[config.mk]
export PLATFORM = sky130hd
export DESIGN_NAME = ntp_server_reply_builder_unit_flat
export DESIGN_NICKNAME = d
export VERILOG_FILES = /design/src/rtl/nsrb_pkg.sv /design/src/rtl/nsrb_req_if.sv /design/src/rtl/nsrb_resp_if.sv /design/src/rtl/nsrb_cfg_regs.sv /design/src/rtl/nsrb_ingest.sv /design/src/rtl/nsrb_stamp.sv /design/src/rtl/nsrb_reply_tx.sv /design/src/rtl/ntp_server_reply_builder_unit.sv /design/src/flat_wrapper.sv
export SDC_FILE = /design/constraint.sdc
export NUM_CORES = 1
export LEC_CHECK = 0
export BUFFER_PORTS_ARGS = -buffer_cell sky130_fd_sc_hd__buf_4
export CORE_ASPECT_RATIO = 1.25
export CORE_MARGIN = 2
export CORE_UTILIZATION = 46
export CTS_CLUSTER_SIZE = 16
export DETAILED_ROUTE_END_ITERATION = 16
export GPL_ROUTABILITY_DRIVEN = 0
export MAX_ROUTING_LAYER = met4
export PLACE_DENSITY_LB_ADDON = 0.12
export SLEW_MARGIN = 20
export SYNTH_ARGS = -nofsm -noshare
export SYNTH_HDL_FRONTEND = slang
export SYNTH_SLANG_ARGS = --single-unit
[constraint.sdc]
create_clock -name clk -period 8.5 [get_ports clk]
set_input_delay 0 -clock clk [delete_from_list [all_inputs] [get_ports clk]]
set_output_delay 0 -clock clk [all_outputs]
set_load 0.005 [all_outputs]
[src/rtl/nsrb_pkg.sv]
`timescale 1ns / 1ps
`default_nettype none

package nsrb_pkg;

	// request and reply framing
	localparam int REPLY_BYTES = 48;
	localparam int COUNT_W     = 6;
	localparam int ORIG_BYTES  = 8;
	localparam int CFG_IDX_W   = 3;
	localparam int CFG_DATA_W  = 32;

	localparam logic [COUNT_W-1:0] COUNT_SAT      = 6'd49;
	localparam logic [COUNT_W-1:0] ORIG_FIRST     = 6'd40;
	localparam logic [COUNT_W-1:0] LAST_REQ_IDX   = 6'd47;
	localparam logic [COUNT_W-1:0] LAST_REPLY_IDX = 6'd47;

	// LI 0, version 3, mode 4 (server)
	localparam logic [7:0] MODE_BYTE = 8'h1C;

	// clock conversion
	localparam logic [31:0] NTP_EPOCH_DELTA = 32'd2208988800;
	localparam logic [19:0] MICROS_MAX      = 20'd999999;

	// fraction = floor(us * 2^26 / 15625) = us * FRAC_INT + floor(us * FRAC_REM / 15625)
	// the second term is a reciprocal multiply, exact for us below one million
	localparam int unsigned FRAC_DEN   = 15625;
	localparam int unsigned FRAC_INT   = (1 << 26) / FRAC_DEN;
	localparam int unsigned FRAC_REM   = (1 << 26) - FRAC_INT * FRAC_DEN;
	localparam int          FRAC_SHIFT = 34;
	localparam int          FRAC_MUL_W = 34;
	localparam logic [12:0] FRAC_INT_W = 13'(FRAC_INT);
	localparam logic [FRAC_MUL_W-1:0] FRAC_MUL = FRAC_MUL_W'(
		((64'(FRAC_REM) << FRAC_SHIFT) + 64'(FRAC_DEN - 1)) / 64'(FRAC_DEN));

	// register indexes
	localparam logic [CFG_IDX_W-1:0] REG_UTC_OFFSET  = 3'd0;
	localparam logic [CFG_IDX_W-1:0] REG_STRATUM     = 3'd1;
	localparam logic [CFG_IDX_W-1:0] REG_POLL        = 3'd2;
	localparam logic [CFG_IDX_W-1:0] REG_PRECISION   = 3'd3;
	localparam logic [CFG_IDX_W-1:0] REG_ROOT_DISP   = 3'd4;
	localparam logic [CFG_IDX_W-1:0] REG_REFERENCE   = 3'd5;

	// register reset values
	localparam logic [16:0] RST_UTC_OFFSET = 17'd28800;
	localparam logic [3:0]  RST_STRATUM    = 4'd1;
	localparam logic [4:0]  RST_POLL       = 5'd4;
	localparam logic [7:0]  RST_PRECISION  = 8'hF7;
	localparam logic [31:0] RST_ROOT_DISP  = 32'h0000_0050;
	localparam logic [31:0] RST_REFERENCE  = 32'h4750_5300;

	typedef struct packed {
		logic [16:0] utc_offset;
		logic [3:0]  stratum;
		logic [4:0]  poll;
		logic [7:0]  precision;
		logic [31:0] root_disp;
		logic [31:0] reference_id;
	} cfg_t;

	// one accepted full-length request, pulse on valid, payload held until the next
	typedef struct packed {
		logic                        valid;
		logic [31:0]                 secs;
		logic [19:0]                 micros;
		logic [ORIG_BYTES-1:0][7:0]  orig;
	} trig_t;

	typedef struct packed {
		logic [31:0] secs;
		logic [31:0] frac;
	} stamp_t;

endpackage

`default_nettype wire

[src/rtl/nsrb_req_if.sv]
`timescale 1ns / 1ps
`default_nettype none

interface nsrb_req_if;
	logic        valid;
	logic        ready;
	logic [7:0]  req_byte;
	logic        req_last;
	logic [31:0] unix_seconds;
	logic [19:0] clock_micros;

	modport source (
		output valid, req_byte, req_last, unix_seconds, clock_micros,
		input  ready
	);
	modport sink (
		input  valid, req_byte, req_last, unix_seconds, clock_micros,
		output ready
	);
endinterface

`default_nettype wire

[src/rtl/nsrb_resp_if.sv]
`timescale 1ns / 1ps
`default_nettype none

interface nsrb_resp_if;
	logic       valid;
	logic       ready;
	logic [7:0] resp_byte;
	logic       resp_last;

	modport source (
		output valid, resp_byte, resp_last,
		input  ready
	);
	modport sink (
		input  valid, resp_byte, resp_last,
		output ready
	);
endinterface

`default_nettype wire

[src/rtl/nsrb_cfg_regs.sv]
`timescale 1ns / 1ps
`default_nettype none

module nsrb_cfg_regs (
	input  wire logic                           clk,
	input  wire logic                           arst_n,
	input  wire logic                           cfg_we,
	input  wire logic [nsrb_pkg::CFG_IDX_W-1:0] cfg_index,
	input  wire logic [nsrb_pkg::CFG_DATA_W-1:0] cfg_data,
	output nsrb_pkg::cfg_t                      cfg
);
	import nsrb_pkg::*;

	cfg_t cfg_q;

	// register file, writes to unknown indexes are dropped
	always_ff @(posedge clk or negedge arst_n) begin
		if (!arst_n) begin
			cfg_q.utc_offset   <= RST_UTC_OFFSET;
			cfg_q.stratum      <= RST_STRATUM;
			cfg_q.poll         <= RST_POLL;
			cfg_q.precision    <= RST_PRECISION;
			cfg_q.root_disp    <= RST_ROOT_DISP;
			cfg_q.reference_id <= RST_REFERENCE;
		end else if (cfg_we) begin
			unique case (cfg_index)
				REG_UTC_OFFSET: cfg_q.utc_offset   <= cfg_data[16:0];
				REG_STRATUM:    cfg_q.stratum      <= cfg_data[3:0];
				REG_POLL:       cfg_q.poll         <= cfg_data[4:0];
				REG_PRECISION:  cfg_q.precision    <= cfg_data[7:0];
				REG_ROOT_DISP:  cfg_q.root_disp    <= cfg_data[31:0];
				REG_REFERENCE:  cfg_q.reference_id <= cfg_data[31:0];
				default: begin
				end
			endcase
		end
	end

	assign cfg = cfg_q;

endmodule

`default_nettype wire

[src/rtl/nsrb_ingest.sv]
`timescale 1ns / 1ps
`default_nettype none

module nsrb_ingest (
	input  wire logic      clk,
	input  wire logic      arst_n,
	nsrb_req_if.sink       req,
	input  wire logic      tx_busy,
	output nsrb_pkg::trig_t trig
);
	import nsrb_pkg::*;

	logic [COUNT_W-1:0] count_q;
	logic [7:0]         orig_q [ORIG_BYTES];

	logic               good;
	logic               accept;
	logic [19:0]        micros_sat;

	logic                       trig_vld_s1;
	logic [31:0]                secs_s1;
	logic [19:0]                micros_s1;
	logic [ORIG_BYTES-1:0][7:0] orig_s1;

	// a last beat that completes 48 bytes starts a reply; it waits while one is loading
	assign good       = req.req_last && (count_q == LAST_REQ_IDX);
	assign req.ready  = !(good && tx_busy);
	assign accept     = req.valid && req.ready;
	assign micros_sat = (req.clock_micros > MICROS_MAX) ? MICROS_MAX : req.clock_micros;

	// byte counter, saturating, cleared by the last beat
	always_ff @(posedge clk or negedge arst_n) begin
		if (!arst_n) begin
			count_q <= '0;
		end else if (accept) begin
			if (req.req_last) begin
				count_q <= '0;
			end else if (count_q < COUNT_SAT) begin
				count_q <= count_q + 1'b1;
			end
		end
	end

	// client transmit time, request bytes 40..47 (40 is a multiple of 8)
	always_ff @(posedge clk) begin
		if (accept && (count_q >= ORIG_FIRST) && (count_q <= LAST_REQ_IDX)) begin
			orig_q[count_q[2:0]] <= req.req_byte;
		end
	end

	// trigger pulse
	always_ff @(posedge clk or negedge arst_n) begin
		if (!arst_n) begin
			trig_vld_s1 <= 1'b0;
		end else begin
			trig_vld_s1 <= accept && good;
		end
	end

	// clock sample and originate snapshot, the final byte comes straight from the beat
	always_ff @(posedge clk) begin
		if (accept && good) begin
			secs_s1   <= req.unix_seconds;
			micros_s1 <= micros_sat;
			for (int i = 0; i < ORIG_BYTES - 1; i++) begin
				orig_s1[i] <= orig_q[i];
			end
			orig_s1[ORIG_BYTES-1] <= req.req_byte;
		end
	end

	always_comb begin
		trig.valid  = trig_vld_s1;
		trig.secs   = secs_s1;
		trig.micros = micros_s1;
		trig.orig   = orig_s1;
	end

endmodule

`default_nettype wire

[src/rtl/nsrb_stamp.sv]
`timescale 1ns / 1ps
`default_nettype none

module nsrb_stamp (
	input  wire logic             clk,
	input  wire logic             arst_n,
	input  wire nsrb_pkg::trig_t  trig,
	input  wire nsrb_pkg::cfg_t   cfg,
	output nsrb_pkg::stamp_t      stamp
);
	import nsrb_pkg::*;

	logic [FRAC_SHIFT+19:0] prod_lo;

	logic        vld_s2;
	logic [31:0] secs_s2;
	logic [31:0] prod_int_s2;
	logic [19:0] prod_frac_s2;
	logic [31:0] frac_s3;

	assign prod_lo = (FRAC_SHIFT + 20)'(trig.micros) * FRAC_MUL;

	always_ff @(posedge clk or negedge arst_n) begin
		if (!arst_n) begin
			vld_s2 <= 1'b0;
		end else begin
			vld_s2 <= trig.valid;
		end
	end

	// era seconds with the offset removed, plus the two fraction partial products
	always_ff @(posedge clk) begin
		if (trig.valid) begin
			secs_s2      <= trig.secs + NTP_EPOCH_DELTA
			                - {{15{cfg.utc_offset[16]}}, cfg.utc_offset};
			prod_int_s2  <= 32'(trig.micros * FRAC_INT_W);
			prod_frac_s2 <= prod_lo[FRAC_SHIFT+19:FRAC_SHIFT];
		end
	end

	// fraction sum
	always_ff @(posedge clk) begin
		if (vld_s2) begin
			frac_s3 <= prod_int_s2 + {12'd0, prod_frac_s2};
		end
	end

	assign stamp.secs = secs_s2;
	assign stamp.frac = frac_s3;

endmodule

`default_nettype wire

[src/rtl/nsrb_reply_tx.sv]
`timescale 1ns / 1ps
`default_nettype none

module nsrb_reply_tx (
	input  wire logic             clk,
	input  wire logic             arst_n,
	input  wire nsrb_pkg::trig_t  trig,
	input  wire nsrb_pkg::stamp_t stamp,
	input  wire nsrb_pkg::cfg_t   cfg,
	nsrb_resp_if.source           resp,
	output logic                  tx_busy
);
	import nsrb_pkg::*;

	logic               busy_q;
	logic [COUNT_W-1:0] idx_q;
	logic               out_vld_q;
	logic [7:0]         out_byte_q;
	logic               out_last_q;

	logic               load;
	logic [7:0]         pkt [REPLY_BYTES];

	// reply layout, timestamps big endian
	always_comb begin
		pkt[0] = MODE_BYTE;
		pkt[1] = {4'd0, cfg.stratum};
		pkt[2] = {3'd0, cfg.poll};
		pkt[3] = cfg.precision;
		for (int i = 0; i < 4; i++) begin
			pkt[4 + i]  = 8'd0;
			pkt[8 + i]  = cfg.root_disp[31 - 8 * i -: 8];
			pkt[12 + i] = cfg.reference_id[31 - 8 * i -: 8];
			pkt[16 + i] = stamp.secs[31 - 8 * i -: 8];
			pkt[20 + i] = stamp.frac[31 - 8 * i -: 8];
			pkt[32 + i] = stamp.secs[31 - 8 * i -: 8];
			pkt[36 + i] = stamp.frac[31 - 8 * i -: 8];
			pkt[40 + i] = stamp.secs[31 - 8 * i -: 8];
			pkt[44 + i] = stamp.frac[31 - 8 * i -: 8];
		end
		for (int i = 0; i < ORIG_BYTES; i++) begin
			pkt[24 + i] = trig.orig[i];
		end
	end

	// next byte moves into the output register when it is empty or being taken
	assign load = busy_q && (!out_vld_q || resp.ready);

	always_ff @(posedge clk or negedge arst_n) begin
		if (!arst_n) begin
			busy_q <= 1'b0;
			idx_q  <= '0;
		end else if (trig.valid) begin
			busy_q <= 1'b1;
			idx_q  <= '0;
		end else if (load) begin
			if (idx_q == LAST_REPLY_IDX) begin
				busy_q <= 1'b0;
			end
			idx_q <= idx_q + 1'b1;
		end
	end

	// output register
	always_ff @(posedge clk or negedge arst_n) begin
		if (!arst_n) begin
			out_vld_q <= 1'b0;
		end else if (load) begin
			out_vld_q <= 1'b1;
		end else if (resp.ready) begin
			out_vld_q <= 1'b0;
		end
	end

	always_ff @(posedge clk) begin
		if (load) begin
			out_byte_q <= pkt[idx_q];
			out_last_q <= (idx_q == LAST_REPLY_IDX);
		end
	end

	assign resp.valid     = out_vld_q;
	assign resp.resp_byte = out_byte_q;
	assign resp.resp_last = out_last_q;
	assign tx_busy        = busy_q;

endmodule

`default_nettype wire

[src/rtl/ntp_server_reply_builder_unit.sv]
// Takes one request byte per cycle, except while the last byte of a full request is held back.
// The taken last byte of a full 48-byte request sets the trigger register, which starts
// the reply sequencer; the reply then leaves one byte per cycle while the receiver takes
// each byte, through a single output register. The last byte of a full request waits while
// the previous reply is still being loaded. Reset clears the byte counter, the reply
// sequencer and the output valid, and loads the register defaults; the client time store
// holds no value until written.
`timescale 1ns / 1ps
`default_nettype none

module ntp_server_reply_builder_unit (
	input  wire logic                            clk,
	input  wire logic                            arst_n,
	nsrb_req_if.sink                             req,
	nsrb_resp_if.source                          resp,
	input  wire logic                            cfg_we,
	input  wire logic [nsrb_pkg::CFG_IDX_W-1:0]  cfg_index,
	input  wire logic [nsrb_pkg::CFG_DATA_W-1:0] cfg_data
);
	import nsrb_pkg::*;

	cfg_t   cfg;
	trig_t  trig;
	stamp_t stamp;
	logic   tx_busy;

	nsrb_cfg_regs u_cfg (
		.clk       (clk),
		.arst_n    (arst_n),
		.cfg_we    (cfg_we),
		.cfg_index (cfg_index),
		.cfg_data  (cfg_data),
		.cfg       (cfg)
	);

	nsrb_ingest u_ingest (
		.clk     (clk),
		.arst_n  (arst_n),
		.req     (req),
		.tx_busy (tx_busy),
		.trig    (trig)
	);

	nsrb_stamp u_stamp (
		.clk    (clk),
		.arst_n (arst_n),
		.trig   (trig),
		.cfg    (cfg),
		.stamp  (stamp)
	);

	nsrb_reply_tx u_tx (
		.clk     (clk),
		.arst_n  (arst_n),
		.trig    (trig),
		.stamp   (stamp),
		.cfg     (cfg),
		.resp    (resp),
		.tx_busy (tx_busy)
	);

	// a new reply never starts on top of one still loading
	a_trig_idle: assert property (@(posedge clk) disable iff (!arst_n)
		trig.valid |-> !tx_busy)
		else $error("reply started while previous reply still loading");

	// a trigger always starts the sequencer
	a_trig_busy: assert property (@(posedge clk) disable iff (!arst_n)
		trig.valid |=> tx_busy)
		else $error("trigger did not start reply sequencer");

	// a reply beat that is not taken stays put
	a_hold_stable: assert property (@(posedge clk) disable iff (!arst_n)
		(resp.valid && !resp.ready) |=>
		(resp.valid && $stable(resp.resp_byte) && $stable(resp.resp_last)))
		else $error("reply beat changed while waiting");

endmodule

`default_nettype wire
[src/flat_wrapper.sv]
// flat-port wrapper written by rule: the top's interface ports become plain ports
module ntp_server_reply_builder_unit_flat import nsrb_pkg::*;
  (clk, arst_n, cfg_we, cfg_index, cfg_data, req_valid, req_req_byte, req_req_last, req_unix_seconds, req_clock_micros, req_ready, resp_valid, resp_resp_byte, resp_resp_last, resp_ready);
  nsrb_req_if req_i ();
  nsrb_resp_if resp_i ();
  input  wire logic clk;
  input  wire logic arst_n;
  input  wire logic cfg_we;
  input  wire logic [nsrb_pkg::CFG_IDX_W-1:0] cfg_index;
  input  wire logic [nsrb_pkg::CFG_DATA_W-1:0] cfg_data;
  input wire logic [$bits(req_i.valid)-1:0] req_valid;
  input wire logic [$bits(req_i.req_byte)-1:0] req_req_byte;
  input wire logic [$bits(req_i.req_last)-1:0] req_req_last;
  input wire logic [$bits(req_i.unix_seconds)-1:0] req_unix_seconds;
  input wire logic [$bits(req_i.clock_micros)-1:0] req_clock_micros;
  output wire logic [$bits(req_i.ready)-1:0] req_ready;
  output wire logic [$bits(resp_i.valid)-1:0] resp_valid;
  output wire logic [$bits(resp_i.resp_byte)-1:0] resp_resp_byte;
  output wire logic [$bits(resp_i.resp_last)-1:0] resp_resp_last;
  input wire logic [$bits(resp_i.ready)-1:0] resp_ready;
  assign req_i.valid = req_valid;
  assign req_i.req_byte = req_req_byte;
  assign req_i.req_last = req_req_last;
  assign req_i.unix_seconds = req_unix_seconds;
  assign req_i.clock_micros = req_clock_micros;
  assign req_ready = req_i.ready;
  assign resp_valid = resp_i.valid;
  assign resp_resp_byte = resp_i.resp_byte;
  assign resp_resp_last = resp_i.resp_last;
  assign resp_i.ready = resp_ready;
  ntp_server_reply_builder_unit u_core (.clk(clk), .arst_n(arst_n), .req(req_i), .resp(resp_i), .cfg_we(cfg_we), .cfg_index(cfg_index), .cfg_data(cfg_data));
endmodule
==> results.json <==
{
  "run_status": "completed",
  "design.portCount": 112,
  "cts.clk_slew.worst_paths_ps": 60,
  "drt_iter0_drc": 1349,
  "setup-violations-final": 0,
  "synth_enable_flop_cells": 296,
  "die_height_um": 306,
  "detailroute.via_count": 22100,
  "hold_class": "input pin to flop",
  "dpl.cell_count": 3879,
  "routedWlPerCell_um": 21.9,
  "worst_slew_pin_slew_ps": 1020,
  "worstReg2RegEnd": "u_core.u_stamp.prod_frac_s2[14]$_DFFE_PP_",
  "endpoint_kind": "flop",
  "design.final.nets": 3909,
  "ys_warn_count": 0,
  "postRouteWirelength_um": 89100,
  "fin_crit_ps": 7610,
  "tritoncts_clock_tree": "built",
  "antenna_found_initial": 1,
  "dr.pass1.iters": 6,
  "rr_worst_depth": 22,
  "vdd_ir_drop_max_uv": 182,
  "finalHoldViolCount": 0,
  "ys_top_cells_by_area": "edfxtp_1 26%, fa_1 20%, ha_1 15%",
  "rsz0062_at_grt": "false",
  "total_leakage_power_nw": 17.3,
  "syn-num-nets": 3686,
  "yosys_most_used_dff": "edfxtp_1",
  "start_of_the_worst_register_to_register_path": "u_core.u_ingest.micros_s1[11]$_SDFFCE_PN0P_",
  "dpl.hpwl_um": 71600,
  "grt_max_degree": 74,
  "worst_setup_path_endpoint": "u_core.u_stamp.prod_frac_s2[14]$_DFFE_PP_",
  "std_cell_rows": 110,
  "cts.repair.resized": 0,
  "yosys.area.top_type": "edfxtp_1",
  "cp.required_ps": 8810,
  "drt-vias-per-instance": 5.43,
  "synth_top_cell_area_share_pct": 26.4,
  "arrival_time_reported_for_the_critical_path_endpoint_ps": 7930,
  "period_share_pct": 89.6,
  "cts.repair_timing.setup_buffer_count": 0,
  "clk_root_buffer_cell": "clkbuf_16",
  "yosys.cell_types.count": 75,
  "die_area_um2": 75300,
  "report.final.slew_viol_count": 0,
  "postRouteAntennaNets": 0,
  "syn_area_um2": 33600,
  "ys_seq_area_share_pct": 35.0,
  "grt_pass1_wl_um": 138000,
  "async_reset_ff_share_pct": 27.8,
  "clock_insertion_delay_at_the_later_pin_of_the_skew_report_ps": 630,
  "worst_slew_margin_rel_pct": 31.5,
  "syn-mean-instance-area_um2": 11.8,
  "cts_htree_levels": 2,
  "clock-skew-final_ps": 68.8,
  "cp_max_fo": 9,
  "share_clk_of_total_power_pct": 38.2,
  "area_growth_syn_to_layout_pct": 13.4,
  "synth_seq_cells": 410,
  "grt_pass1_vias": 23800,
  "cap_viol_max_count": 0,
  "cts.path.max_buffers": 3,
  "p_switching_w": 0.00127,
  "initial_core_util_pct": 46.6,
  "power_density_over_the_cells_nw_per_um2": 131,
  "highest_clock_rate_ghz": 0.131,
  "switching_share_pct": 25.4,
  "remaining_drc_errors": 0,
  "die-width_um": 246,
  "internal_power_w": 0.00373,
  "timing.setup.critical_path_class": "flop to flop",
  "global_route.usage.total_pct": 25.0,
  "cts-hold-fix-buffers": 107,
  "port_buffers": 111,
  "timing.reg2reg.setup_slack_ps": 890,
  "overflow": 0,
  "coreArea_um2": 72300,
  "sequentialPowerShare_pct": 46.9,
  "clock_sinks": 410,
  "cts_made_buffers": 43,
  "layout_cell_share_with_drive_strength_beyond_1_pct": 12.4,
  "totalNegativeSetupSlack_ps": 0,
  "setup.worst_path.start_class": "flop",
  "synthesis.instances": 2856,
  "layout.filler_cells": 6306,
  "final_cells": 4067,
  "setup.worst_path.start": "u_core.u_ingest.micros_s1[11]$_SDFFCE_PN0P_",
  "pwr-share-comb_pct": 14.9
}
per-stage QoR:
step	total power [W]	hold WS (ps)	cell area (µm²)	setup slack, ps	util, %
6_report	0.00500	125	38100	886	52.8
5_1_grt	0.00522	109	38100	513	52.8
4_1_cts	0.00506	79.4	38100	948	52.8
3_5_place_dp	0.00308	19.7	35600	1030	49.3
3_3_place_gp	0.00306	20.4	35600	1060	49.3
2_1_floorplan	0.00285	-296	33600	2030	-
registers in the layout, indices dropped and copies added, names as in the netlist:
name,flops
u_core.u_cfg.cfg,98
u_core.u_ingest.trig,64
u_core.u_ingest.orig_q,56
u_core.u_ingest.secs_s1,32
u_core.u_stamp.frac_s3,32
u_core.u_stamp.secs_s2,32
u_core.u_stamp.prod_int_s2,31
u_core.u_ingest.micros_s1,20
u_core.u_stamp.prod_frac_s2,20
u_core.u_tx.resp.resp_byte,8
u_core.u_ingest.count_q,6
u_core.u_tx.idx_q,6
u_core.u_ingest.trig_vld_s1,1
u_core.u_stamp.vld_s2,1
u_core.u_tx.resp.resp_last,1
u_core.u_tx.resp.valid,1
u_core.u_tx.tx_busy,1
Yosys cell counts, types with 7 or more instances:
| library cell | n |
|---|---|
| inv_1 | 585 |
| ha_1 | 400 |
| fa_1 | 329 |
| edfxtp_1 | 296 |
| a21oi_1 | 136 |
| nand2_1 | 128 |
| mux2_2 | 92 |
| dfrtp_1 | 89 |
| nor2_1 | 73 |
| o21ai_0 | 73 |
| xnor2_1 | 73 |
| a21o_1 | 68 |
| mux4_2 | 53 |
| clkbuf_1 | 43 |
| nand3_1 | 37 |
| xor2_1 | 31 |
| nand4_1 | 26 |
| dfstp_2 | 25 |
| nand2b_1 | 24 |
| nor3_1 | 24 |
| a31oi_1 | 17 |
| and3_1 | 17 |
| nor2b_1 | 17 |
| and2_1 | 14 |
| a211oi_1 | 12 |
| o21bai_1 | 12 |
| o211ai_1 | 11 |
| o21a_1 | 10 |
| o21ai_1 | 9 |
| o31ai_1 | 9 |
| a221oi_1 | 8 |
| mux2i_1 | 8 |
| buf_1 | 7 |
power by group through the flow:
stage	registers [W]	logic, W	clock network [W]
6_report	0.00234	0.000742	0.00191
3_5_place_dp	0.00238	0.000692	0
3_3_place_gp	0.00238	0.000684	0
4_1_cts	0.00234	0.000747	0.00197
5_1_grt	0.00236	0.000829	0.00204
2_1_floorplan	0.00236	0.000493	0
cell families after synthesis:
kind of cell	after synthesis	share of synthesized area [%]
simple gates	396	5.81
xor+xnor	104	2.71
fa+ha+maj	729	34.5
flops	410	35.0
mux	153	6.87
buf+inv	642	7.19
compound gates	422	7.99
worst min-delay path by stage:
stage,start,slack [ps],to,cells past startpoint
2_1_floorplan,arst_n,-300,u_core.u_cfg.cfg[0]$_DFFE_PN0P_,0
3_3_place_gp,arst_n,20,u_core.u_cfg.cfg[90]$_DFFE_PN0P_,1
3_5_place_dp,arst_n,20,u_core.u_cfg.cfg[96]$_DFFE_PN0P_,1
4_1_cts,req_clock_micros[19],80,u_core.u_ingest.micros_s1[19]$_SDFFCE_PN1P_,2
5_1_grt,req_clock_micros[19],110,u_core.u_ingest.micros_s1[19]$_SDFFCE_PN1P_,2
6_report,req_clock_micros[16],130,u_core.u_ingest.micros_s1[16]$_SDFFCE_PN1P_,2
layout make-up:
class	count	area [µm²]	share of cell area, %
flip-flops and latches	410	11800	30.9
clock inverters	23	251	0.659
diodes	1	2.50	0.00656
well taps	952	1190	3.12
multi-input cells	1804	19500	51.1
inverters	586	2200	5.77
repair buffers	234	2050	5.39
clock buffers	57	1160	3.05
placed cells by master, fill, tap and decap left out, types with 12 or more instances in the layout:
cell type / instances
nand2b_1: 24
nor3_1: 21
buf_4: 126
dfstp_2: 25
a21o_1: 68
mux2_2: 92
xor2_1: 31
dfrtp_1: 85
nor2b_1: 17
mux4_2: 53
a31oi_1: 17
nand4_1: 26
a211oi_1: 12
inv_1: 585
edfxtp_1: 296
ha_1: 400
and3_1: 17
fa_1: 329
a21oi_1: 136
nor2_1: 72
xnor2_1: 73
o21ai_0: 73
dlygate4sd3_1: 106
clkbuf_16: 44
and2_1: 14
nand2_1: 128
o21bai_1: 12
nand3_1: 37
per-layer routing:
metal  wire length (µm)  global-route usage, %  part of all wire, %
met1              33600                   27.8                   38
met2              47900                   45.4                   54
met3               3310                   2.70                  3.7
met4               4280                   10.3                  4.8
met5                  0                      -                    0
critical path: stages, from the launching register on:
cell and delay, ps:
edfxtp_1 830, ha_1 600, inv_1 230, fa_1 620, inv_1 70, fa_1 550
inv_1 60, fa_1 480, inv_1 50, fa_1 460, fa_1 500, inv_1 50
fa_1 480, inv_1 50, ha_1 350, nand2_1 150, nor4_1 580, nand4_1 170
o211ai_1 180, nor2_1 170, o31ai_1 380, a21oi_1 140, xnor2_1 150
No activity file was read; power rests on OpenSTA's default activity.
